[config.mk]
export PLATFORM = sky130hd
export DESIGN_NAME = v3a_sqrt
export DESIGN_NICKNAME = d
export VERILOG_FILES = /design/src/rtl/core/v3a_pkg.sv /design/src/rtl/core/v3a_sqrt.sv
export SDC_FILE = /design/constraint.sdc
export NUM_CORES = 2
export LEC_CHECK = 0
export ABC_CLOCK_PERIOD_IN_PS = 4200
export BUFFER_PORTS_ARGS = -buffer_cell sky130_fd_sc_hd__buf_4
export CORE_MARGIN = 2
export CORE_UTILIZATION = 51
export DETAILED_ROUTE_END_ITERATION = 10
export HOLD_SLACK_MARGIN = 0.08
export PLACE_DENSITY_LB_ADDON = 0.15
export SKIP_CTS_REPAIR_TIMING = 1
export SYNTH_ARGS = -nofsm -noshare
export SYNTH_HDL_FRONTEND = slang
export SYNTH_SLANG_ARGS = --single-unit
[constraint.sdc]
create_clock -name clock -period 4.2 [get_ports clock]
set_input_delay 0.42 -clock clock [delete_from_list [all_inputs] [get_ports clock]]
set_output_delay 0.42 -clock clock [all_outputs]
set_load 0.1 [all_outputs]
[src/rtl/core/v3a_pkg.sv]
// shared types, widths, codes and helpers of the 3d vector unit
package v3a_pkg;

   localparam int WORD_BITS = 32;
   localparam int FRAC_BITS = 16;
   localparam int LANES = 3;
   localparam int PROD_BITS = 2 * WORD_BITS + 2;
   localparam int SUM_BITS = 2 * WORD_BITS + 4;
   localparam int SQ_BITS = 2 * WORD_BITS;
   localparam int ROOT_BITS = WORD_BITS;
   localparam int SQRT_REM_BITS = 2 * WORD_BITS + 2;
   localparam int QUO_BITS = FRAC_BITS + 1;
   localparam int DVD_BITS = WORD_BITS + FRAC_BITS;
   localparam int DIV_REM_BITS = DVD_BITS + 1;

   typedef enum logic [2:0] {
      CMD_ADD,
      CMD_SUB,
      CMD_SCALE,
      CMD_DOT,
      CMD_CROSS,
      CMD_MAG,
      CMD_NORM,
      CMD_DIST
   } cmd_type;

   localparam logic [1:0] STAT_OK = 2'd0;
   localparam logic [1:0] STAT_SAT = 2'd1;
   localparam logic [1:0] STAT_ZERO = 2'd2;

   typedef logic signed [WORD_BITS-1:0] word_type;

   typedef struct packed {
      logic signed [PROD_BITS-1:0] p0;
      logic signed [PROD_BITS-1:0] p1;
      logic signed [WORD_BITS:0] dsum;
      logic [WORD_BITS-1:0] absv;
      logic neg;
   } lane_out_type;

   typedef struct packed {
      logic valid;
      cmd_type cmd;
      logic [LANES-1:0][WORD_BITS-1:0] r;
      logic [WORD_BITS-1:0] sc;
      logic flag;
      logic big;
      logic [LANES-1:0][WORD_BITS-1:0] absv;
      logic [LANES-1:0] neg;
   } side_type;

   typedef struct packed {
      logic valid;
      cmd_type cmd;
      logic [LANES-1:0][WORD_BITS-1:0] r;
      logic [WORD_BITS-1:0] sc;
      logic flag;
      logic nzero;
      logic [LANES-1:0] neg;
   } post_type;

   typedef struct packed {
      logic [WORD_BITS-1:0] val;
      logic ovf;
   } sat_type;

   localparam logic signed [SUM_BITS-1:0] SAT_HI =
      {{(SUM_BITS-WORD_BITS+1){1'b0}}, {(WORD_BITS-1){1'b1}}};
   localparam logic signed [SUM_BITS-1:0] SAT_LO = ~SAT_HI;

   // clamp a wide signed value to the word range
   function automatic sat_type sat_word(input logic signed [SUM_BITS-1:0] v);
      sat_type res;
      if (v > SAT_HI) begin
         res.val = SAT_HI[WORD_BITS-1:0];
         res.ovf = 1'b1;
      end else if (v < SAT_LO) begin
         res.val = SAT_LO[WORD_BITS-1:0];
         res.ovf = 1'b1;
      end else begin
         res.val = v[WORD_BITS-1:0];
         res.ovf = 1'b0;
      end
      return res;
   endfunction

endpackage

[src/rtl/core/v3a_sqrt.sv]
// pipelined integer square root, one root bit per stage
module v3a_sqrt (
   input  logic clock,
   input  logic en,
   input  logic [v3a_pkg::SQ_BITS-1:0] sq,
   output logic [v3a_pkg::ROOT_BITS-1:0] root
);
   import v3a_pkg::*;

   logic [SQRT_REM_BITS-1:0] rem_ff [ROOT_BITS];
   logic [ROOT_BITS-1:0] root_ff [ROOT_BITS];

   for (genvar k = 0; k < ROOT_BITS; k++) begin : g_stage
      localparam int J = ROOT_BITS - 1 - k;
      logic [SQRT_REM_BITS-1:0] rem_cur, trial, rem_in;
      logic [ROOT_BITS-1:0] root_cur, root_in;
      if (k == 0) begin : g_first
         assign rem_cur = SQRT_REM_BITS'(sq);
         assign root_cur = '0;
      end else begin : g_next
         assign rem_cur = rem_ff[k-1];
         assign root_cur = root_ff[k-1];
      end
      assign trial = (SQRT_REM_BITS'(root_cur) << (J + 1)) |
                     (SQRT_REM_BITS'(1) << (2 * J));
      always_comb begin
         if (rem_cur >= trial) begin
            rem_in = rem_cur - trial;
            root_in = root_cur | (ROOT_BITS'(1) << J);
         end else begin
            rem_in = rem_cur;
            root_in = root_cur;
         end
      end
      always_ff @(posedge clock) begin
         if (en) begin
            rem_ff[k] <= rem_in;
            root_ff[k] <= root_in;
         end
      end
   end

   assign root = root_ff[ROOT_BITS-1];

endmodule

## Word level (Yosys, flattened, before mapping)

Memory sizes are Yosys's and may differ from the RTL's.
Cells that the tools add are included.
Widths: inputs -> output; s select.

- Bits of input ports: 66
- Memory bits (writable): 3136
- Bits in registers: 0
- Memories kept: 2
- Output and inout port bits: 32

Memory list:

| memory | words | bits a word | rd ports | clocked after Yosys merged registers in | wr ports | RTL line | source |
|---|---|---|---|---|---|---|---|
| rem_ff | 32 | 66 | 31 | 0 | 32 | v3a_sqrt.sv:10 | `logic [SQRT_REM_BITS-1:0] rem_ff [ROOT_BITS];` |
| root_ff | 32 | 32 | 32 | 0 | 32 | v3a_sqrt.sv:11 | `logic [ROOT_BITS-1:0] root_ff [ROOT_BITS];` |

- Mux-type cells: 66
- Order comparisons: 32
- $add $sub $neg: 32

Operator list:

| operator | number |
|---|---|
| $mux 66 | 32 |
| $ge 66x33->1 | 1 |
| $ge 66x34->1 | 1 |
| $ge 66x35->1 | 1 |
| $ge 66x36->1 | 1 |
| $ge 66x37->1 | 1 |
| $ge 66x38->1 | 1 |
| $ge 66x39->1 | 1 |
| $ge 66x40->1 | 1 |
| $ge 66x41->1 | 1 |
| $ge 66x42->1 | 1 |
| $ge 66x43->1 | 1 |
| $ge 66x44->1 | 1 |
| $ge 66x45->1 | 1 |
| $ge 66x46->1 | 1 |
| $ge 66x47->1 | 1 |
| $ge 66x48->1 | 1 |
| $ge 66x49->1 | 1 |
| $ge 66x50->1 | 1 |
| $ge 66x51->1 | 1 |
| $ge 66x52->1 | 1 |
| $ge 66x53->1 | 1 |
| $ge 66x54->1 | 1 |
| $ge 66x55->1 | 1 |
| other kinds (73) | 75 |

## Depth between registers and ports, before layout

An unclocked memory read counts as a cell.

- Word-level depth: 3
- Depth in mapped cells: 15

## Worst setup path after synthesis

Ideal clock, no wire load.

- Path kind: flip-flop to flip-flop
- From: memory rem_ff[1][863] (netlist bit)
- To: memory rem_ff[1][987] (netlist bit), data pin
- Path buffers: 1
- Path slack: 0.482 ns
- Required time: 3.942 ns
- Setup time: 0.258 ns
- Clock period less this slack: 3.718 ns
- Stages on the path, launching flop included: 13
- Data arrival time: 3.460 ns
- Path through: edfxtp_1 -> ha_1 -> o21ai_0 -> a221oi_1 -> a22oi_1 -> o31ai_1 -> a211oi_1 -> o21ai_0 -> nor3b_1 -> nor4b_1 -> clkbuf_1 -> nand4_1 -> xnor2_1

RTL lines:

| element | RTL line |
|---|---|
| from (decl) | v3a_sqrt.sv:10 |

==> impl_metrics.env <==
export IMPL_worst_slew_pin_transition_ps=1271
export IMPL_grt_pass1_wl_um=446900
export IMPL_yosys_warnings=0
export IMPL_hp_class="in2reg"
export IMPL_final_min_clock_period_ps=4103
export IMPL_synth_edf_count=2573
export IMPL_period_share=0.9768
export IMPL_min_from="sq[39]"
export IMPL_seqPwrFrac=0.470
export IMPL_synth_cells=9845
export IMPL_seq_area_sq_um=77260
export IMPL_worstSetupPathType="reg2reg"
export IMPL_cpPeakStageDelay_ps=450
export IMPL_syn_area_per_cell_sq_um=12.52
export IMPL_antenna_found_initial=10
export IMPL_syn_to_final_growth_pct=12.57
export IMPL_slew_viol_final=0
export IMPL_fin_nets=10920
export IMPL_layout_cells_non_filler=13680
export IMPL_final_setup_skew_ps=76.97
export IMPL_power_density_nw_per_um2=536.8
export IMPL_dp_cells=13110
export IMPL_drc=0
export IMPL_wl_per_cell_um=21.51
export IMPL_dr_total_vias=79540
export IMPL_final_util=0.5772
export IMPL_synth_top_cells_by_count="edfxtp_1 (2,573), inv_1 (683), nor2_1 (676)"
export IMPL_power_frac_comb=0.204
export IMPL_finalSetupViolations=0
export IMPL_ant_nets=0
export IMPL_hold_viol_final=0
export IMPL_swShare=0.2868
export IMPL_p_clk_frac=0.326
export IMPL_rrSetupSlack_ps=100
export IMPL_vias_per_cell=5.814
export IMPL_endpoint_kind="flip-flop"
export IMPL_core_rowCount=180
export IMPL_grt_pass1_vias=76760
export IMPL_gp_routability_congestion=0.9285
export IMPL_critPathLaunchType="flip-flop"
export IMPL_coreArea_sq_um=240300
export IMPL_yosysMostFrequentCell="edfxtp_1"
export IMPL_worstPathMaxFanout=11
export IMPL_drt_pass1_iterations=6
export IMPL_seq_area_frac_synth=0.6271
export IMPL_die_area_sq_um=245500
export IMPL_crit_arrival_ps=4850
export IMPL_synthArstFlopShare=0
export IMPL_synth_seq_cells=2573
export IMPL_reg2regPathDepth=12
export IMPL_grt_most_used_layer="met2"
export IMPL_finalPower_uw=74450
export IMPL_fin_setup_tns_ps=0
export IMPL_synth_top_area_share=0.6271
export IMPL_path_cells="ha_1 > nand4_1 > nor3_4 > nand4_1 > nor3_1 > nor4_1 > o31a_1 > buf_4 > or3_1 > or3_1 > nor2_1 > xor2_1"
export IMPL_final_layout_size_suffix_gt1_frac=0.07769
export IMPL_ios=98
export IMPL_required_ps=4950
export IMPL_multi_input_area_sq_um=42730
export IMPL_hold_end="rem_ff[0][39]$_DFFE_PP_"
export IMPL_netlist_area_sq_um=123200
export IMPL_clock_sinks=2573
export IMPL_clkLatencyLatePin_ps=940
export IMPL_grt_ovfl_total=0
export IMPL_grtUsageMet2=0.3852
export IMPL_cap_violations=0
export IMPL_p_sw_uw=21360
export IMPL_status="complete, no violations"
export IMPL_peakVddDrop_mv=0.3719
export IMPL_whs_path_depth=2
export IMPL_synth_distinct_cells=86
export IMPL_cts_tree="yes"
export IMPL_port_buffers=97
export IMPL_numCtsBuffers=294
export IMPL_use_met1=0.3300
export IMPL_crit_start="rem_ff[1][625]$_DFFE_PP_"
export IMPL_fp_dieH_um=495.5
export IMPL_grt_max_degree=167
export IMPL_p_leak_uw=0.05214
export IMPL_r2r_start="rem_ff[1][625]$_DFFE_PP_"
export IMPL_p_int_uw=53100
export IMPL_final_cell_area_sq_um=138700
export IMPL_synth_area_leaders="edfxtp_1 (63%), ha_1 (5.7%), xnor2_1 (3.5%)"
export IMPL_fill_cells=19250
export IMPL_drtIter0Drc=7326
export IMPL_wl_um=294200
export IMPL_track_usage=0.2345
export IMPL_synth_top_area_cell="edfxtp_1"
export IMPL_relSlewSlack=0.1438
export IMPL_crit_path_top_delay_cell="ha_1"
export IMPL_syn_nets=10470
export IMPL_place_hpwl_um=218900
export IMPL_dpl_cell_area_sq_um=128900
export IMPL_cts_root_buf="clkbuf_16"
export IMPL_yosys_most_used_dff="edfxtp_1"
export IMPL_htree_levels=5
export IMPL_clockBufferDepth=4
export IMPL_die_width_um=495.5
export IMPL_clkTransAtPathRegs_ps=60
export IMPL_use_met3=0.03772
export IMPL_max_freq_mhz=243.7
export IMPL_r2r_end="rem_ff[1][722]$_DFFE_PP_"
export IMPL_initial_utilization=0.5127
==> worst max-delay path: cells and delay by family (launching register included) <==
kind / cells / cell delay [ps]
AO/OA/AOI/OAI: 1 / 130
XOR/XNOR: 1 / 220
adder cells (fa/ha/maj): 1 / 450
buffers and inverters: 1 / 210
flip-flops: 1 / 410
AND/OR/NAND/NOR: 8 / 2510
==> kinds of logic after synthesis <==
logic type,after synthesis,synth area share
xor+xnor,925,0.06575
compound gates,1824,0.08986
fa+ha+maj,558,0.05666
simple gates,3007,0.1259
mux,79,0.007383
flops,2573,0.6271
buf+inv,879,0.02736
==> power groups by stage <==
stage	Clock (uW)	Combinational (uW)	Sequential [uW]
floorplan	0	10800	34300
global placement	0	14700	35500
detailed placement	0	14800	35500
CTS	24800	15000	35000
global route	25900	16800	35300
finish	24200	15200	35000
==> layout make-up <==
| cell class | count | area share |
|---|---|---|
| antenna | 4 | 0.00007217 |
| sequential | 2573 | 0.5571 |
| multi-input combinational | 6393 | 0.3081 |
| clock buffer | 347 | 0.05601 |
| timing repair buffer | 344 | 0.02239 |
| tap | 3185 | 0.02873 |
| inverter | 686 | 0.01857 |
| clock inverter | 148 | 0.009084 |
==> state kept, by name, summed over array words and instances (netlist names) <==
name,count
rem_ff,2045
root_ff,528
==> routing by layer <==
layer  vias to the layer above  share of wire
met5                         -              0
li1                      37720              -
met2                      2290           0.48
met1                     39130           0.44
met4                         0          0.018
met3                       393          0.061
==> cell usage in the layout (no fill, tap or decap), types with 42 or more instances in the layout <==
cell,netlist,routed
a21o_1,223,223
xnor2_1,498,498
inv_1,683,683
o21bai_1,50,50
clkbuf_16,0,304
o31ai_1,42,42
o21ai_0,456,455
nand2_1,659,659
nor2_1,676,674
ha_1,558,558
nor4_1,351,349
o21a_1,100,100
a211oi_1,52,51
nor2b_1,79,79
nor4b_1,59,57
buf_4,0,250
clkinv_2,0,42
edfxtp_1,2573,2573
dlygate4sd3_1,0,66
nand3_1,155,155
a21oi_1,655,653
nor3_1,255,253
nand2b_1,151,151
clkbuf_1,167,43
and3_1,44,44
or4_1,79,79
or3_1,123,122
clkinv_1,1,66
nand4_1,171,171
xor2_1,427,427
mux2_2,63,63
==> worst max-delay path by stage <==
| stage | endpoint | slack (ps) |
|---|---|---|
| final | rem_ff[1][722]$_DFFE_PP_ | 100 |
| after global routing | rem_ff[1][720]$_DFFE_PP_ | -0.8 |
| after CTS | rem_ff[1][461]$_DFFE_PP_ | -330 |
| after detailed placement | rem_ff[1][461]$_DFFE_PP_ | -330 |
| after global placement | rem_ff[1][457]$_DFFE_PP_ | -370 |
| after floorplan | rem_ff[1][987]$_DFFE_PP_ | 480 |
==> per-stage QoR <==
| step | hold slack [ps] | setup WS [ps] |
|---|---|---|
| 2_1_floorplan | 416.6 | 481.9 |
| 3_3_place_gp | 423.6 | -368.1 |
| 3_5_place_dp | 426.0 | -325.1 |
| 4_1_cts | -433.4 | -334.2 |
| 5_1_grt | 139.6 | -0.8487 |
| 6_report | 182.5 | 97.38 |
No activity file was read; power rests on OpenSTA's default activity.
