File: config.mk
export PLATFORM = sky130hd
export DESIGN_NAME = v3a_div
export DESIGN_NICKNAME = d
export VERILOG_FILES = /design/src/rtl/core/v3a_pkg.sv /design/src/rtl/core/v3a_div.sv
export SDC_FILE = /design/constraint.sdc
export NUM_CORES = 2
export LEC_CHECK = 0
export BUFFER_PORTS_ARGS = -buffer_cell sky130_fd_sc_hd__buf_4
export CORE_UTILIZATION = 50
export CTS_CLUSTER_DIAMETER = 100
export CTS_CLUSTER_SIZE = 12
export DETAILED_ROUTE_END_ITERATION = 16
export PLACE_DENSITY_LB_ADDON = 0.08
export SLEW_MARGIN = 30
export SYNTH_ARGS = -nofsm -noshare
export SYNTH_HDL_FRONTEND = slang
export SYNTH_SLANG_ARGS = --single-unit
File: constraint.sdc
create_clock -name clock -period 4.88 [get_ports clock]
set_input_delay 0.488 -clock clock [delete_from_list [all_inputs] [get_ports clock]]
set_output_delay 0.488 -clock clock [all_outputs]
set_load 0.01 [all_outputs]
File: src/rtl/core/v3a_pkg.sv
// shared types, widths, codes and helpers of the 3d vector unit
package v3a_pkg;

   localparam int WORD_BITS = 32;
   localparam int FRAC_BITS = 16;
   localparam int LANES = 3;
   localparam int PROD_BITS = 2 * WORD_BITS + 2;
   localparam int SUM_BITS = 2 * WORD_BITS + 4;
   localparam int SQ_BITS = 2 * WORD_BITS;
   localparam int ROOT_BITS = WORD_BITS;
   localparam int SQRT_REM_BITS = 2 * WORD_BITS + 2;
   localparam int QUO_BITS = FRAC_BITS + 1;
   localparam int DVD_BITS = WORD_BITS + FRAC_BITS;
   localparam int DIV_REM_BITS = DVD_BITS + 1;

   typedef enum logic [2:0] {
      CMD_ADD,
      CMD_SUB,
      CMD_SCALE,
      CMD_DOT,
      CMD_CROSS,
      CMD_MAG,
      CMD_NORM,
      CMD_DIST
   } cmd_type;

   localparam logic [1:0] STAT_OK = 2'd0;
   localparam logic [1:0] STAT_SAT = 2'd1;
   localparam logic [1:0] STAT_ZERO = 2'd2;

   typedef logic signed [WORD_BITS-1:0] word_type;

   typedef struct packed {
      logic signed [PROD_BITS-1:0] p0;
      logic signed [PROD_BITS-1:0] p1;
      logic signed [WORD_BITS:0] dsum;
      logic [WORD_BITS-1:0] absv;
      logic neg;
   } lane_out_type;

   typedef struct packed {
      logic valid;
      cmd_type cmd;
      logic [LANES-1:0][WORD_BITS-1:0] r;
      logic [WORD_BITS-1:0] sc;
      logic flag;
      logic big;
      logic [LANES-1:0][WORD_BITS-1:0] absv;
      logic [LANES-1:0] neg;
   } side_type;

   typedef struct packed {
      logic valid;
      cmd_type cmd;
      logic [LANES-1:0][WORD_BITS-1:0] r;
      logic [WORD_BITS-1:0] sc;
      logic flag;
      logic nzero;
      logic [LANES-1:0] neg;
   } post_type;

   typedef struct packed {
      logic [WORD_BITS-1:0] val;
      logic ovf;
   } sat_type;

   localparam logic signed [SUM_BITS-1:0] SAT_HI =
      {{(SUM_BITS-WORD_BITS+1){1'b0}}, {(WORD_BITS-1){1'b1}}};
   localparam logic signed [SUM_BITS-1:0] SAT_LO = ~SAT_HI;

   // clamp a wide signed value to the word range
   function automatic sat_type sat_word(input logic signed [SUM_BITS-1:0] v);
      sat_type res;
      if (v > SAT_HI) begin
         res.val = SAT_HI[WORD_BITS-1:0];
         res.ovf = 1'b1;
      end else if (v < SAT_LO) begin
         res.val = SAT_LO[WORD_BITS-1:0];
         res.ovf = 1'b1;
      end else begin
         res.val = v[WORD_BITS-1:0];
         res.ovf = 1'b0;
      end
      return res;
   endfunction

endpackage

File: src/rtl/core/v3a_div.sv
// pipelined restoring divider for normalize, one quotient bit per stage
module v3a_div (
   input  logic clock,
   input  logic en,
   input  logic [v3a_pkg::DVD_BITS-1:0] dividend,
   input  logic [v3a_pkg::ROOT_BITS-1:0] divisor,
   output logic [v3a_pkg::QUO_BITS-1:0] quo
);
   import v3a_pkg::*;

   logic [DIV_REM_BITS-1:0] rem_ff [QUO_BITS];
   logic [ROOT_BITS-1:0] dvs_ff [QUO_BITS];
   logic [QUO_BITS-1:0] quo_ff [QUO_BITS];

   for (genvar k = 0; k < QUO_BITS; k++) begin : g_stage
      localparam int J = QUO_BITS - 1 - k;
      logic [DIV_REM_BITS-1:0] rem_cur, cmp, rem_in;
      logic [ROOT_BITS-1:0] dvs_cur;
      logic [QUO_BITS-1:0] quo_cur, quo_in;
      if (k == 0) begin : g_first
         assign rem_cur = DIV_REM_BITS'(dividend);
         assign dvs_cur = divisor;
         assign quo_cur = '0;
      end else begin : g_next
         assign rem_cur = rem_ff[k-1];
         assign dvs_cur = dvs_ff[k-1];
         assign quo_cur = quo_ff[k-1];
      end
      assign cmp = DIV_REM_BITS'(dvs_cur) << J;
      always_comb begin
         if (rem_cur >= cmp) begin
            rem_in = rem_cur - cmp;
            quo_in = quo_cur | (QUO_BITS'(1) << J);
         end else begin
            rem_in = rem_cur;
            quo_in = quo_cur;
         end
      end
      always_ff @(posedge clock) begin
         if (en) begin
            rem_ff[k] <= rem_in;
            dvs_ff[k] <= dvs_cur;
            quo_ff[k] <= quo_in;
         end
      end
   end

   assign quo = quo_ff[QUO_BITS-1];

endmodule
==> Yosys cells after proc, flatten, opt, wreduce, memory -nomap -nowiden <==
Memory sizes are Yosys's and may differ from the RTL's.
Cells that the tools add are included.
{ "word_totals": {"ff_bits": 0, "latch_bits": 0, "mem_bits_rw": 1666, "rom_bits": 0, "output_inout_bits": 17, "mem_count": 3} }
{ "op_classes": {"add_sub_neg": 17, "n_mul": 0, "n_div": 0, "order_cmp": 17, "eq_ne": 0, "shifts": 0, "mux": 36, "n_bitwise": 0, "n_reduce_logical": 0} }
{ "mem_list": {"columns": ["name", "depth", "word_bits", "read_ports", "rd_ports_with_merged_regs", "wr", "line_no", "source"], "rows": [
  ["rem_ff", 17, 49, 16, 0, 17, "v3a_div.sv:11", "logic [DIV_REM_BITS-1:0] rem_ff [QUO_BITS];"],
  ["dvs_ff", 17, 32, 16, 0, 17, "v3a_div.sv:12", "logic [ROOT_BITS-1:0] dvs_ff [QUO_BITS];"],
  ["quo_ff", 17, 17, 17, 0, 17, "v3a_div.sv:13", "logic [QUO_BITS-1:0] quo_ff [QUO_BITS];"]
]} }
{ "ops": {"columns": ["operator", "count"], "rows": [
  ["two-way mux 49 bit", 17],
  ["greater-or-equal comparator 49 x 32 -> 1 bit", 1],
  ["greater-or-equal comparator 49 x 33 -> 1 bit", 1],
  ["greater-or-equal comparator 49 x 34 -> 1 bit", 1],
  ["greater-or-equal comparator 49 x 35 -> 1 bit", 1],
  ["greater-or-equal comparator 49 x 36 -> 1 bit", 1],
  ["greater-or-equal comparator 49 x 37 -> 1 bit", 1],
  ["greater-or-equal comparator 49 x 38 -> 1 bit", 1],
  ["greater-or-equal comparator 49 x 39 -> 1 bit", 1],
  ["greater-or-equal comparator 49 x 40 -> 1 bit", 1],
  ["greater-or-equal comparator 49 x 41 -> 1 bit", 1],
  ["greater-or-equal comparator 49 x 42 -> 1 bit", 1],
  ["greater-or-equal comparator 49 x 43 -> 1 bit", 1],
  ["greater-or-equal comparator 49 x 44 -> 1 bit", 1],
  ["greater-or-equal comparator 49 x 45 -> 1 bit", 1],
  ["greater-or-equal comparator 49 x 46 -> 1 bit", 1],
  ["greater-or-equal comparator 49 x 47 -> 1 bit", 1],
  ["subtractor 48 x 48 -> 49 bit", 1],
  ["subtractor 49 x 32 -> 49 bit", 1],
  ["subtractor 49 x 33 -> 49 bit", 1],
  ["subtractor 49 x 34 -> 49 bit", 1],
  ["subtractor 49 x 35 -> 49 bit", 1],
  ["subtractor 49 x 36 -> 49 bit", 1],
  ["subtractor 49 x 37 -> 49 bit", 1],
  ["other kinds (28)", 30]
]} }

==> Longest topological paths before layout <==
An unclocked memory read counts as a cell.
{ "depth": {"depth_word": 3, "mapped_depth": 16} }

==> Worst setup path before layout <==
No wires, ideal clock.
{ "synth_timing": {"path_kind": "register to register", "start": "memory rem_ff[0][111] (netlist bit)", "end": "memory rem_ff[0][184] (netlist bit) (data pin)", "arrival_time_ns": 3.792, "slack_ns": 0.828, "stages_incl_launch_ff": 17, "path_cell_list": "edfxtp_1 > inv_1 > ha_1 > inv_1 > fa_1 > a211oi_1 > o211ai_1 > a221oi_1 > o31a_1 > or4_1 > nand3_1 > a2111oi_0 > nor2_1 > nor2b_1 > clkbuf_1 > clkbuf_1 > mux2_2"} }
{ "synth_lines": {"columns": ["element", "line_no"], "rows": [
  ["from (decl)", "v3a_div.sv:11"]
]} }

==> results by group <==
GRT
  • Gr usage total: 0.235
  • Largest net degree at the start of global routing: 140
  • Grt total ovfl: 0
  • Initial antenna violation count: 3
  • Number of global-route vias before repair: 58000
  • First-pass GRT wire length: between 300000 and 400000 um

Critical path
  • Worst Setup End Kind: flop
  • CP top delay family: compound AO/OA/AOI/OAI gates
  • Cell at the slowest stage of the critical path: a221oi_1
  • Crit Path Max Fanout: between 60 and 70
  • Startpoint Class: flop
  • Worst path arrival time: 5.06 ns
  • Required time of the critical path: 5.42 ns
  • Setup CP Type: reg2reg
  • Most frequent CP cell: inv_1
  • WP buf/inv: 5
  • CP cell instances: inv_1 -> ha_1 -> inv_1 -> fa_1 -> a211oi_1 -> o211a_1 -> or2_2 -> a2111oi_0 -> buf_4 -> a221oi_1 -> o31ai_1 -> and2_1 -> nor3_2 -> buf_12 -> inv_1 -> mux2_2
  • Largest stage delay, worst path: approximately 0.67 ns
  • Reg2reg setup slack: 0.36 ns

Timing
  • PnR worst setup slack: around 0.36 ns
  • Min cycle time layout: 4.52 ns
  • Final hold vios: 0
  • Final count of negative-setup-slack endpoints: 0
  • Tcrit/Tclk final: 0.927
  • Final Skew: 0.0476 ns
  • Count of pins over their slew limit: 0
  • Relative slew slack: 0.313
  • Least-Margin Pin Slew: 1.02 ns
  • Post-route setup TNS: 0 ns
  • Setup repair after global routing missed its margin: no
  • Worst Hold Slack: 0.122 ns
  • Achievable Freq: 221 MHz

Detailed routing
  • Via density: 5.65
  • Drt pass-1 iters: 7
  • DRC: 0
  • Post-DRT Antenna Nets: 0
  • Routed length per instance: 19.8 um
  • Final WL: ~200000 um
  • Initial DRC count: 2784
  • Routed via count: 56300

Power
  • Leakage: 0.0361 uW
  • Pwr dens: 572 nW/um2
  • Worst vdd rail ir drop: 0.415 mV

Synthesis
  • Most common cell in the netlist: edfxtp_1
  • Synth Flop Type: edfxtp_1
  • #FFs+latches synth: between 1000 and 1500
  • Syn. warnings: 0
  • Largest area contributor in the netlist: edfxtp_1
  • Post-Synthesis Cell Area: 82200 um2
  • Syn Nets: 8189
  • EDFF count, synth: between 1000 and 1500
  • Register area share after synthesis: 0.529
  • Synth top area cells: edfxtp_1 53%, ha_1 8.3%, a21oi_1 4.3%, xnor2_1 3.3%, inv_1 3.2%
  • Asr flop ratio synth: 0
  • Syn Area/Cell: 10.9 um2
  • Post-synth cell types: 87
  • Top cell type's share of synthesized area: 0.529
  • Mapped Cells: approximately 7500
  • Top cells by count, synth: 1449 x edfxtp_1, 699 x inv_1, 698 x a21oi_1

Job
  • Number of max-cap violations: 0

Die
  • Die height: 407 um
  • Starting Density: 0.504
  • Core area: between 150000 and 200000 um2
  • Die area: roughly 170000 um2
  • I/O Pins: 99
  • Die width: around 400 um
  • Site Rows: ~150

Clock tree
  • CTS max path bufs: 3
  • Clock root buffer: clkbuf_16
  • H-tree depth: 4
  • Clock Sinks: 1449
  • Clk Latency, worst-skew pair: 0.82 ns
  • CTS clock-pin slew for the worst setup and hold paths: about 0.070 ns
  • CTS tree: done
  • Num CTS Buffers: between 100 and 150

Placement
  • Place WS: 0.376 ns
  • Dpl hpwl: 153000 um
  • PortBufs: just under 100
  • RePlAce Congestion: 1.04

Cells and area
  • # diodes: 0
  • Share of layout cells above drive strength 1: 0.0727
  • Area delta synth->final: 10.5%
  • Nets: ~8400

Min path
  • Hold Path Class: in2reg

Status
  • Status: finished clean
## state kept, by name (all words and copies together), names as in the netlist
name	count
dvs_ff	512
rem_ff	784
quo_ff	153
## placed cells by master, fill, tap and decap left out, types with 19 or more instances in the layout
cell,netlist,final
o211ai_1,32,32
o21ai_0,476,475
and2_1,27,27
nor4_1,86,81
a21oi_1,698,696
nor3_1,100,99
clkbuf_16,0,138
edfxtp_1,1449,1449
buf_4,1,202
or3_1,42,42
nor2_1,510,509
xor2_1,263,263
o21bai_1,77,77
nor4b_1,21,20
nor2b_1,78,77
nand4_1,118,118
buf_12,0,22
o31a_1,27,27
nand2b_1,79,78
or2_2,23,23
xnor2_1,312,312
or4_1,26,26
ha_1,544,544
a221oi_1,19,19
nand3_1,115,115
a21o_1,290,289
o31ai_1,38,38
nand2_1,552,551
and3_1,46,46
a211oi_1,48,48
inv_1,699,699
dlygate4sd3_1,0,79
o21a_1,65,64
mux2_2,117,117
a31oi_1,70,70
## area by class of cell
type / instances / area [um2]
multi-input cells: 5176 / 35300
fillers: 13700 / 72100
repair buffers: 304 / 2780
clock buffers: 138 / 3450
inverters: 701 / 2630
clock inverters: 16 / 410
well taps: 2175 / 2720
flip-flops and latches: 1449 / 43500
## kinds of logic (layout without fill, tap and decap cells)
group | Yosys count | after routing | synth area share
and+or+nand+nor | 1904 | 1904 | 0.113
xor gates and xnor gates | 575 | 575 | 0.0613
DFF | 1449 | 1449 | 0.529
AOI/OAI and AO/OA | 2013 | 2013 | 0.151
adders and majority gates | 560 | 560 | 0.0867
buffers and inverters | 922 | 1159 | 0.0424
muxes | 124 | 124 | 0.0169
## metal layers
| layer | wire (um) | GRT usage | vias to the layer above |
|---|---|---|---|
| met5 | 0 | 0 | - |
| met4 | 13300 | 0.150 | 0 |
| met3 | 4530 | 0.0258 | 540 |
| met2 | 113000 | 0.489 | 1151 |
| met1 | 65500 | 0.206 | 26600 |
| li1 | - | - | 28000 |
## path summary, 6_finish.rpt
check,startpoint,end,cells after the start
min reg2reg,quo_ff[0][244]$_DFFE_PP_,quo_ff[0][261]$_DFFE_PP_,0
max,rem_ff[0][303]$_DFFE_PP_,rem_ff[0][378]$_DFFE_PP_,16
min,dividend[41],rem_ff[0][41]$_DFFE_PP_,3
max reg2reg,rem_ff[0][303]$_DFFE_PP_,rem_ff[0][378]$_DFFE_PP_,16
## where the power goes
group | internal, uW | switching, uW
combinational | 9590 | 13000
sequential | 17900 | 1770
clock | 5120 | 4610
## worst reg2reg max path, stage by stage, from the launching register on
cell,delay [ns]
edfxtp_1,0.38
inv_1,0.07
ha_1,0.17
inv_1,0.06
fa_1,0.43
a211oi_1,0.38
o211a_1,0.24
or2_2,0.15
a2111oi_0,0.11
buf_4,0.18
a221oi_1,0.67
o31ai_1,0.28
and2_1,0.26
nor3_2,0.20
buf_12,0.26
inv_1,0.14
mux2_2,0.28
## metrics by stage
step	util	cells	area, um2	power (uW)
after floorplan	-	7547	82200	35900
after global placement	0.529	9725	86200	42000
after detailed placement	0.529	9726	86200	42200
after CTS	0.557	9959	90800	52200
after global routing	0.557	9959	90800	55400
final	0.557	9959	90800	52000
## repair_timing
action | in CTS | in global routing
gates resized for setup | 0 | 1
endpoints found under the setup margin | 0 | 11
buffers inserted | 0 | 0
hold endpoints to repair | 79 | 0
hold buffers | 79 | 0
Power figures use the tool's default switching activity.
