===== config.mk =====
export PLATFORM = sky130hd
export DESIGN_NAME = v3a_merge
export DESIGN_NICKNAME = d
export VERILOG_FILES = /design/src/rtl/core/v3a_pkg.sv /design/src/rtl/core/v3a_merge.sv
export SDC_FILE = /design/constraint.sdc
export NUM_CORES = 1
export LEC_CHECK = 0
export ABC_AREA = 1
export BUFFER_PORTS_ARGS = -buffer_cell sky130_fd_sc_hd__buf_2
export CORE_AREA = 2 2 349 351
export CTS_CLUSTER_DIAMETER = 60
export DETAILED_ROUTE_END_ITERATION = 7
export DIE_AREA = 0 0 351 353
export PLACE_DENSITY_LB_ADDON = 0.1
export SLEW_MARGIN = 20
export SYNTH_ARGS = -nofsm -noshare
export SYNTH_HDL_FRONTEND = slang
export SYNTH_SLANG_ARGS = --single-unit

===== constraint.sdc =====
create_clock -name clock -period 15.5 [get_ports clock]
set_input_delay 2.325 -clock clock [delete_from_list [all_inputs] [get_ports clock]]
set_output_delay 2.325 -clock clock [all_outputs]
set_load 0.01 [all_outputs]

===== src/rtl/core/v3a_pkg.sv =====
// shared types, widths, codes and helpers of the 3d vector unit
package v3a_pkg;

   localparam int WORD_BITS = 32;
   localparam int FRAC_BITS = 16;
   localparam int LANES = 3;
   localparam int PROD_BITS = 2 * WORD_BITS + 2;
   localparam int SUM_BITS = 2 * WORD_BITS + 4;
   localparam int SQ_BITS = 2 * WORD_BITS;
   localparam int ROOT_BITS = WORD_BITS;
   localparam int SQRT_REM_BITS = 2 * WORD_BITS + 2;
   localparam int QUO_BITS = FRAC_BITS + 1;
   localparam int DVD_BITS = WORD_BITS + FRAC_BITS;
   localparam int DIV_REM_BITS = DVD_BITS + 1;

   typedef enum logic [2:0] {
      CMD_ADD,
      CMD_SUB,
      CMD_SCALE,
      CMD_DOT,
      CMD_CROSS,
      CMD_MAG,
      CMD_NORM,
      CMD_DIST
   } cmd_type;

   localparam logic [1:0] STAT_OK = 2'd0;
   localparam logic [1:0] STAT_SAT = 2'd1;
   localparam logic [1:0] STAT_ZERO = 2'd2;

   typedef logic signed [WORD_BITS-1:0] word_type;

   typedef struct packed {
      logic signed [PROD_BITS-1:0] p0;
      logic signed [PROD_BITS-1:0] p1;
      logic signed [WORD_BITS:0] dsum;
      logic [WORD_BITS-1:0] absv;
      logic neg;
   } lane_out_type;

   typedef struct packed {
      logic valid;
      cmd_type cmd;
      logic [LANES-1:0][WORD_BITS-1:0] r;
      logic [WORD_BITS-1:0] sc;
      logic flag;
      logic big;
      logic [LANES-1:0][WORD_BITS-1:0] absv;
      logic [LANES-1:0] neg;
   } side_type;

   typedef struct packed {
      logic valid;
      cmd_type cmd;
      logic [LANES-1:0][WORD_BITS-1:0] r;
      logic [WORD_BITS-1:0] sc;
      logic flag;
      logic nzero;
      logic [LANES-1:0] neg;
   } post_type;

   typedef struct packed {
      logic [WORD_BITS-1:0] val;
      logic ovf;
   } sat_type;

   localparam logic signed [SUM_BITS-1:0] SAT_HI =
      {{(SUM_BITS-WORD_BITS+1){1'b0}}, {(WORD_BITS-1){1'b1}}};
   localparam logic signed [SUM_BITS-1:0] SAT_LO = ~SAT_HI;

   // clamp a wide signed value to the word range
   function automatic sat_type sat_word(input logic signed [SUM_BITS-1:0] v);
      sat_type res;
      if (v > SAT_HI) begin
         res.val = SAT_HI[WORD_BITS-1:0];
         res.ovf = 1'b1;
      end else if (v < SAT_LO) begin
         res.val = SAT_LO[WORD_BITS-1:0];
         res.ovf = 1'b1;
      end else begin
         res.val = v[WORD_BITS-1:0];
         res.ovf = 1'b0;
      end
      return res;
   endfunction

endpackage


===== src/rtl/core/v3a_merge.sv =====
// merge stage: combines lane products, saturates, forms sum of squares
module v3a_merge (
   input  logic clock,
   input  logic reset,
   input  logic en,
   input  logic valid,
   input  v3a_pkg::cmd_type cmd,
   input  v3a_pkg::lane_out_type lane_out [v3a_pkg::LANES],
   output v3a_pkg::side_type side,
   output logic [v3a_pkg::SQ_BITS-1:0] sq
);
   import v3a_pkg::*;

   side_type side_in;
   logic signed [SUM_BITS-1:0] tot, t;
   sat_type s;

   always_comb begin
      side_in = '0;
      side_in.valid = valid;
      side_in.cmd = cmd;
      tot = '0;
      for (int i = 0; i < LANES; i++) begin
         tot = tot + SUM_BITS'(lane_out[i].p0);
         side_in.absv[i] = lane_out[i].absv;
         side_in.neg[i] = lane_out[i].neg;
         side_in.big = side_in.big | lane_out[i].absv[WORD_BITS-1];
         case (cmd)
            CMD_ADD, CMD_SUB: t = SUM_BITS'(lane_out[i].dsum);
            CMD_SCALE:        t = SUM_BITS'(lane_out[i].p0) >>> FRAC_BITS;
            CMD_CROSS:
               t = (SUM_BITS'(lane_out[i].p0) - SUM_BITS'(lane_out[i].p1)) >>> FRAC_BITS;
            default:          t = '0;
         endcase
         s = sat_word(t);
         side_in.r[i] = s.val;
         side_in.flag = side_in.flag | s.ovf;
      end
      s = sat_word(tot >>> FRAC_BITS);
      if (cmd == CMD_DOT) begin
         side_in.sc = s.val;
         side_in.flag = s.ovf;
      end
   end

   always_ff @(posedge clock) begin
      if (reset) begin
         side.valid <= 1'b0;
      end else if (en) begin
         side <= side_in;
      end
   end

   always_ff @(posedge clock) begin
      if (en) begin
         sq <= tot[SQ_BITS-1:0];
      end
   end

endmodule


### Word-level counts from Yosys, hierarchy flattened

Index checks and enable logic that the tools add are counted.

* flip-flop bits (word level): 297

* add/sub/neg operators: 5
* order comparisons: 8
* equality and inequality tests: 4
* multiplexer cells: 12
* bitwise operators: 6
* reductions and logical operators: 4

Operator list (count)
* 68-bit case mux with 3 select lines: 3
* 68-bit by 32-bit > comparator with 1-bit output (second input constant): 3
* 68-bit by 32-bit < comparator with 1-bit output (second input constant): 3
* 66-bit by 66-bit subtractor with 67-bit output: 3
* 33-bit 2-to-1 mux: 4
* 67-bit by 66-bit adder with 68-bit output: 1
* 66-bit by 66-bit adder with 67-bit output: 1
* 52-bit by 32-bit > comparator with 1-bit output (second input constant): 1
* 52-bit by 32-bit < comparator with 1-bit output (second input constant): 1
* 32-bit 2-to-1 mux: 1
* 3-bit by 2-bit == test with 1-bit output (second input constant): 2
* 1-bit 2-to-1 mux: 4
* 1-bit bitwise OR: 4
* 2-bit OR reduction: 2
* 3-bit by 1-bit == test with 1-bit output (second input constant): 1
* 3-bit == test (second input constant): 1
* 3-bit logical NOT: 1
* 1-bit NOT: 2
* 2-bit AND reduction: 1

### Logic depth before layout (Yosys ltp)

Gate-level depths: netlist of the first run.

* word-level depth: 9
* mapped depth: 26
* mapped depth without buffers: 26

### Worst setup path before layout of the first run

OpenSTA, ideal clock, no wires.

* kind: input-to-reg
* from: in en
* to: reg side[0] (netlist name), enable pin
* library setup time: 836 ps
* arrival time: 12104 ps
* setup slack: 2560 ps
* stages: 2
* cell sequence: inv_1 -> nor2_1

* word-level cells in the longest chain between the ends: 1

RTL lines
* start, declared: line v3a_merge.sv:5 `input logic en,`
* 2-bit AND reduction (no source line)
* end signal, assigned: line v3a_merge.sv:50 `side <= side_in;`
* end, declared: line v3a_merge.sv:9 `output v3a_pkg::side_type side,`

No other way between the ends.
A chain may end at the register's enable or synchronous reset.

==> impl_metrics.csv, run 1 <==
group,metric,value,unit
layout,multi_input_area,23200,µm²
global_route,antenna_found_initial,33,
yosys,synth_seq_cells,297,
global_route,grt_use_total,34.1,%
yosys,synth_ff_type,"edfxtp_1",
yosys,synth_edf_count,296,
setup_path,cp.required,15860,ps
clock_tree,clkTransAtPathRegs,60,ps
layout,nFillCells,13672,
floorplanning,die_h,353,µm
place,port_buffers,897,
timing,min_period,6290,ps
timing,fin_skew,0,ps
routing,viasPerCell,5.01,
yosys,ys_warn_count,0,
place,dp_slack,8550,ps
clock_tree,cts_tree,"done",
setup_path,start_kind,"primary input",
yosys,synth_common_cells,"nand2_1 (2,304), inv_1 (1,191), nor2_1 (525)",
floorplanning,start_util,30.7,%
yosys,yosysSeqAreaShare,24.1,%
clock_tree,post_cts_resized,0,
yosys,netlist_instances,6066,
routing,dr.pass1.iters,8,
layout,fin_nets,7886,
timing,fin_crit_sh,40.6,%
layout,finalNonFillerCells,8625,
yosys,synth_top_area_cell,"edfxtp_1",
routing,detail-route-antenna-nets,0,
global_route,grt_max_degree,137,
status,failed_checks,"DRC",
place,hpwl,192,mm
clock_tree,cts_hold_buf,0,
place,gp_congestion,1.05,
floorplanning,io_pins,898,
timing,maxSlewHeadroom,23.0,%
timing,tightest_slew,1130,ps
setup_path,critPathMaxFanout,33,
routing,drc,3,
timing,rsz0062_at_grt,"no",
timing,finalMaxSlewViolations,0,
place,placed_cells,8535,
routing,vias,43190,
yosys,yosysMostFrequentCell,"nand2_1",
global_route,grt_pass1_vias,41259,
layout,drive_gt1_share,16.1,%
routing,drt_wl_total,219,mm
timing,fin_tns_setup,0,ps
layout,area_growth_syn_to_layout,21.5,%
routing,drt_iter0_drc,4163,
clock_tree,root_buffer,"clkbuf_16",
power,power_leakage,24.4,nW
floorplanning,dieArea,124000,µm²
setup_path,path_class,"in -> reg",
power,power_density,91.8,nW/µm²
timing,setup_violations,0,
yosys,synth_area_per_cell,6.10,µm²
setup_path,arrival,6650,ps
routing,wl_per_cell,25.4,µm
timing,clock.fmax,159,MHz
floorplanning,core_area,121000,µm²
global_route,grt_pass1_wl,300,mm
job,max_cap_violations,0,
timing,holdWs,467,ps
yosys,synth_top_area_share,24.0,%
clock_tree,htree_levels,2,
min_path,min_path_type,"reg -> reg",
timing,final.setup.worst_slack,9210,ps
setup_path,cp-end-kind,"flip-flop",
yosys,synth_nets,6995,
floorplanning,rows,128,
status,status,"complete, but fails checks",
floorplanning,die_x,351,µm
global_route,gr-total-overflow,0,
clock_tree,clock-sinks,297,
clock_tree,postCtsSetupRepairBufs,0,
clock_tree,cts_made_buffers,45,
timing,hold_viol,0,
power,max-vdd-ir-drop,0.122,mV
setup_path,r2r_slack,14940,ps
yosys,syn_area,37000,µm²
layout,seq_area,8910,µm²
yosys,async_flop_share,0,%
clock_tree,worst_skew_pair.late_latency,620,ps
yosys,synth_area_leaders,"edfxtp_1 (24%), nand2_1 (23%), inv_1 (12%)",
clock_tree,clockBufferDepth,3,
yosys,ys_types,54,
-- cells in the final DEF, fill, tap and decap left out, types with 9 or more instances in the layout --
cell type / netlist / layout
nor3_1: 50 / 49
nor2_2: 15 / 14
clkbuf_16: 0 / 45
o21bai_1: 31 / 31
a21oi_1: 374 / 374
and3_1: 17 / 17
bufinv_16: 0 / 10
or2_2: 33 / 33
xnor2_1: 35 / 35
xor2_1: 52 / 52
nand3_1: 274 / 274
a22oi_1: 95 / 95
nor2_1: 525 / 524
nand2_1: 2304 / 2304
ha_1: 261 / 261
fa_1: 67 / 67
a21oi_2: 34 / 34
buf_2: 0 / 897
inv_1: 1191 / 1191
nor3_2: 10 / 10
nand3b_1: 30 / 30
nor4_1: 11 / 11
edfxtp_1: 296 / 296
clkinv_1: 3 / 11
nand4_1: 34 / 34
o21ai_0: 160 / 160
buf_4: 6 / 16
a31oi_1: 13 / 13
inv_2: 10 / 9
o21ai_1: 13 / 13
nand2_2: 9 / 9
-- metal layers --
layer | track usage, % | routed length (µm) | vias up
met5 | 0 | 156 | -
met4 | 16.1 | 11600 | 24
met3 | 5.05 | 15500 | 340
met2 | 55.7 | 99000 | 1858
met1 | 44.1 | 92500 | 20104
li1 | - | - | 20864
-- area by class of cell --
| class | count | area share (%) |
|---|---|---|
| multi-input cells | 4493 | 51.6 |
| flip-flops and latches | 297 | 19.8 |
| repair buffers | 915 | 10.3 |
| inverters | 1205 | 10.1 |
| well taps | 1625 | 4.52 |
| clock buffers | 50 | 2.55 |
| clock inverters | 34 | 1.12 |
| diodes | 6 | 0.0334 |
-- through the flow --
stage / utilization (%) / area [µm²] / power, mW
after global routing: 37.3 / 45000 / 4.34
after detailed placement: 35.9 / 43300 / 2.96
final: 37.3 / 45000 / 4.13
after CTS: 37.3 / 45000 / 4.13
after floorplan: - / 37000 / 2.13
after global placement: 35.9 / 43300 / 2.97
-- power by group --
group	switching (mW)	total, mW	internal [mW]
Clock	0.439	1.15	0.708
Combinational	1.38	1.93	0.549
Sequential	0.0345	1.05	1.02
Total	1.86	4.13	2.27
-- final timing paths --
path                 startpoint   endpoint  cells past startpoint
hold reg to reg       side[232]  side[232]                      2
setup / recovery  lane_out[331]  side[100]                     23
hold / removal        side[232]  side[232]                      2
setup reg to reg      side[232]  side[232]                      2
-- worst max-delay path, cell delays in order --
cell	delay [ps]
buf_2	220
fa_1	570
ha_1	190
fa_1	580
nand3_1	170
nand2_1	140
nand2_1	60
nand2_1	190
nand3_1	100
nand2_1	170
nand2_1	100
nand2_2	120
nand3_1	130
nand2_1	170
nand2_1	140
nand2_1	150
nand2_1	60
nor2_1	160
nand3_2	120
nand2_4	460
nand2_1	140
nand2_1	90
nand3_1	80
-- cells by family (layout without fill, tap and decap cells) --
logic type	Yosys count	count (layout)	synth area share, %
XOR/XNOR	87	87	2.06
other	0	6	0
buffers and inverters	1276	2204	13.4
AO/OA/AOI/OAI	749	749	11.6
adder cells (fa/ha/maj)	328	328	12.4
AND/OR/NAND/NOR	3329	3329	36.4
flip-flops	297	297	24.1
-- sequential cells by signal, indices dropped and copies added, names as in the netlist --
| signal | cells |
|---|---|
| sq | 64 |
| side | 233 |
No activity file was read; power rests on OpenSTA's default activity.
==> run 2: changes to the inputs <==
ABC_AREA = 0   (was 1)
CORE_AREA = 2 2 347 349   (was 2 2 349 351)
DIE_AREA = 0 0 349 351   (was 0 0 351 353)
clock period = 6.3 ns   (was 15.5 ns; I/O delays follow)
==> run 2 against run 1 <==
Effect of this change: the run now ends clean; global-route usage fell by 7.0 points; via count fell by 25%; clock skew did not move; utilization fell by 5.3 points; critical path type unchanged; largest cell class unchanged.
==> impl_metrics.csv, run 2 <==
group,metric,value,unit
setup_path,crit_top_cell,"o211ai_1",
timing,finalMaxSlewViolations,0,
timing,holdWs,467,ps
routing,dr.pass1.iters,8,
setup_path,crit_buf_inv,2,
layout,largestRegisters,"side x233, sq x64",
routing,detail-route-antenna-nets,0,
yosys,synth_ff_type,"edfxtp_1",
setup_path,critPathMaxFanout,26,
clock_tree,postCtsSetupRepairBufs,0,
setup_path,slowest_stage,"a21oi_1",
clock_tree,cts_hold_buf,0,
global_route,grt_util_met3,5.29,%
yosys,synth_edf_count,296,
place,place_area,36400,µm²
yosys,synth_seq_cells,297,
floorplanning,rows,127,
timing,fin_skew,0,ps
timing,hold_viol,0,
yosys,ys_warn_count,0,
clock_tree,clock-sinks,297,
setup_path,start_kind,"primary input",
timing,setup_violations,0,
floorplanning,dieArea,122000,µm²
layout,layout_commonest_cell,"buf_2",
status,status,"complete, no violations",
yosys,synth_nets,4358,
floorplanning,die_h,351,µm
yosys,synth_top_area_share,30.1,%
place,port_buffers,897,
yosys,synth_common_cells,"a21oi_1 (389), inv_1 (310), edfxtp_1 (296)",
routing,vias,32342,
layout,fin_nets,5247,
layout,drive_gt1_share,26.1,%
global_route,grt-busiest-layer,"met2",
global_route,gr-usage-met1,35.3,%
clock_tree,cts_made_buffers,49,
clock_tree,worst_skew_pair.late_latency,630,ps
power,power_density,254,nW/µm²
setup_path,arrival,6190,ps
yosys,synth_top_area_cell,"edfxtp_1",
setup_path,path_class,"in -> reg",
clock_tree,post_cts_resized,0,
yosys,ys_types,89,
yosys,yosysMostFrequentCell,"a21oi_1",
floorplanning,start_util,24.8,%
power,max-vdd-ir-drop,0.194,mV
global_route,grt_use_total,27.1,%
layout,area_growth_syn_to_layout,28.9,%
yosys,synth_area_leaders,"edfxtp_1 (30%), ha_1 (11%), a21oi_1 (6.6%)",
yosys,syn_area,29600,µm²
timing,fin_crit_sh,90.5,%
global_route,met2_usage,45.0,%
yosys,synth_area_per_cell,8.62,µm²
routing,wl_per_cell,29.4,µm
yosys,netlist_instances,3429,
routing,drt_wl_total,174,mm
routing,drc,0,
routing,viasPerCell,5.46,
layout,fin_area,38100,µm²
setup_path,cp-end-kind,"flip-flop",
layout,top_register,"side",
clock_tree,htree_levels,2,
global_route,grt_max_degree,126,
routing,drt_iter0_drc,2907,
global_route,gr-total-overflow,0,
job,max_cap_violations,0,
clock_tree,cts_tree,"done",
setup_path,crit_chain,"buf_2 > ha_1 > a21o_1 > a31o_2 > a21oi_1 > o211ai_1 > a41oi_1 > buf_4 > or3_1 > o211ai_1 > o31ai_1 > o21a_1 > nand4b_1 > or4b_1 > o41a_1 > nand2b_4 > o21ai_0",
clock_tree,root_buffer,"clkbuf_16",
timing,fin_tns_setup,0,ps
clock_tree,clkTransAtPathRegs,60,ps
layout,nFillCells,12813,
global_route,antenna_found_initial,64,
timing,rsz0062_at_grt,"no",
yosys,async_flop_share,0,%
power,power_leakage,16.7,nW
timing,tightest_slew,983,ps
global_route,grt_pass1_vias,31953,
yosys,yosysSeqAreaShare,30.1,%
floorplanning,io_pins,898,
min_path,min_path_type,"in -> reg",
timing,maxSlewHeadroom,34.0,%
global_route,grt_pass1_wl,238,mm
place,hpwl,149,mm
floorplanning,core_area,119000,µm²
setup_path,cpLargestDelayFamily,"compound AO/OA/AOI/OAI gates",
layout,most-common-layout-cells,"buf_2 (896), a21oi_1 (389), inv_1 (310)",
timing,min_period,5700,ps
setup_path,cp.required,6790,ps
place,gp_congestion,0.989,
timing,clock.fmax,175,MHz
layout,largest_reg_flops,233,
setup_path,slowest_delay,650,ps
clock_tree,clockBufferDepth,3,
floorplanning,die_x,349,µm
[run 2: changes by cell type after synthesis, sizes merged, moves of 104 or more]
cell	change
nand2	-2056
o21ai	+130
nor2	-340
clkbuf	+104
nand3	-213
inv	-891
[run 2: final timing paths]
path	slack, ps	from	end	depth (start not counted)
worst max-delay path	600	lane_out[165]	side[203]	17
worst min-delay path	470	lane_out[14]	side[80]	1
worst max register to register	5700	side[232]	side[232]	2
worst min register to register	540	side[232]	side[232]	2
[run 2: worst register-to-register path: stages, from the launching register on]
cell	delay, ps
dfxtp_1	320
mux2i_1	120
nor2_1	50
[run 2: area by class of cell]
type                    count  area, µm²  share of cell area [%]
multi-input cells        2650      18900                    49.5
flip-flops and latches    297       8910                    23.4
repair buffers           1010       5520                    14.5
well taps                1548       1940                    5.08
clock buffers              57       1260                    3.29
inverters                 310       1160                    3.05
clock inverters            35        422                    1.11
diodes                     20       50.0                   0.131
[run 2: cells by family after synthesis]
logic type,count (synthesis),synth area share (%)
buf+inv,482,6.26
mux,8,0.271
simple gates,878,14.7
compound gates,1243,27.4
fa+ha+maj,328,15.6
flops,297,30.1
xor+xnor,193,5.72
[run 2: report_power, final]
part	switching [mW]	total, mW	internal [mW]
combinational	2.76	4.24	1.48
sequential	0.0964	2.62	2.52
clock	1.13	2.84	1.70
total	3.99	9.69	5.70
[run 2: metal layers]
layer | routed length (µm) | vias up
met5 | 318 | -
met4 | 5400 | 46
met3 | 11700 | 251
met2 | 81100 | 1320
met1 | 75800 | 16026
li1 | - | 14699
[run 2: stage by stage]
step	setup slack (ps)	util (%)	instances	power, mW
after floorplan	1110	-	3429	4.88
after global placement	52.6	30.6	5815	6.87
after detailed placement	37.9	30.6	5815	6.85
after CTS	723	32.0	5907	9.73
after global routing	388	32.0	5922	10.2
final	599	32.0	5927	9.69
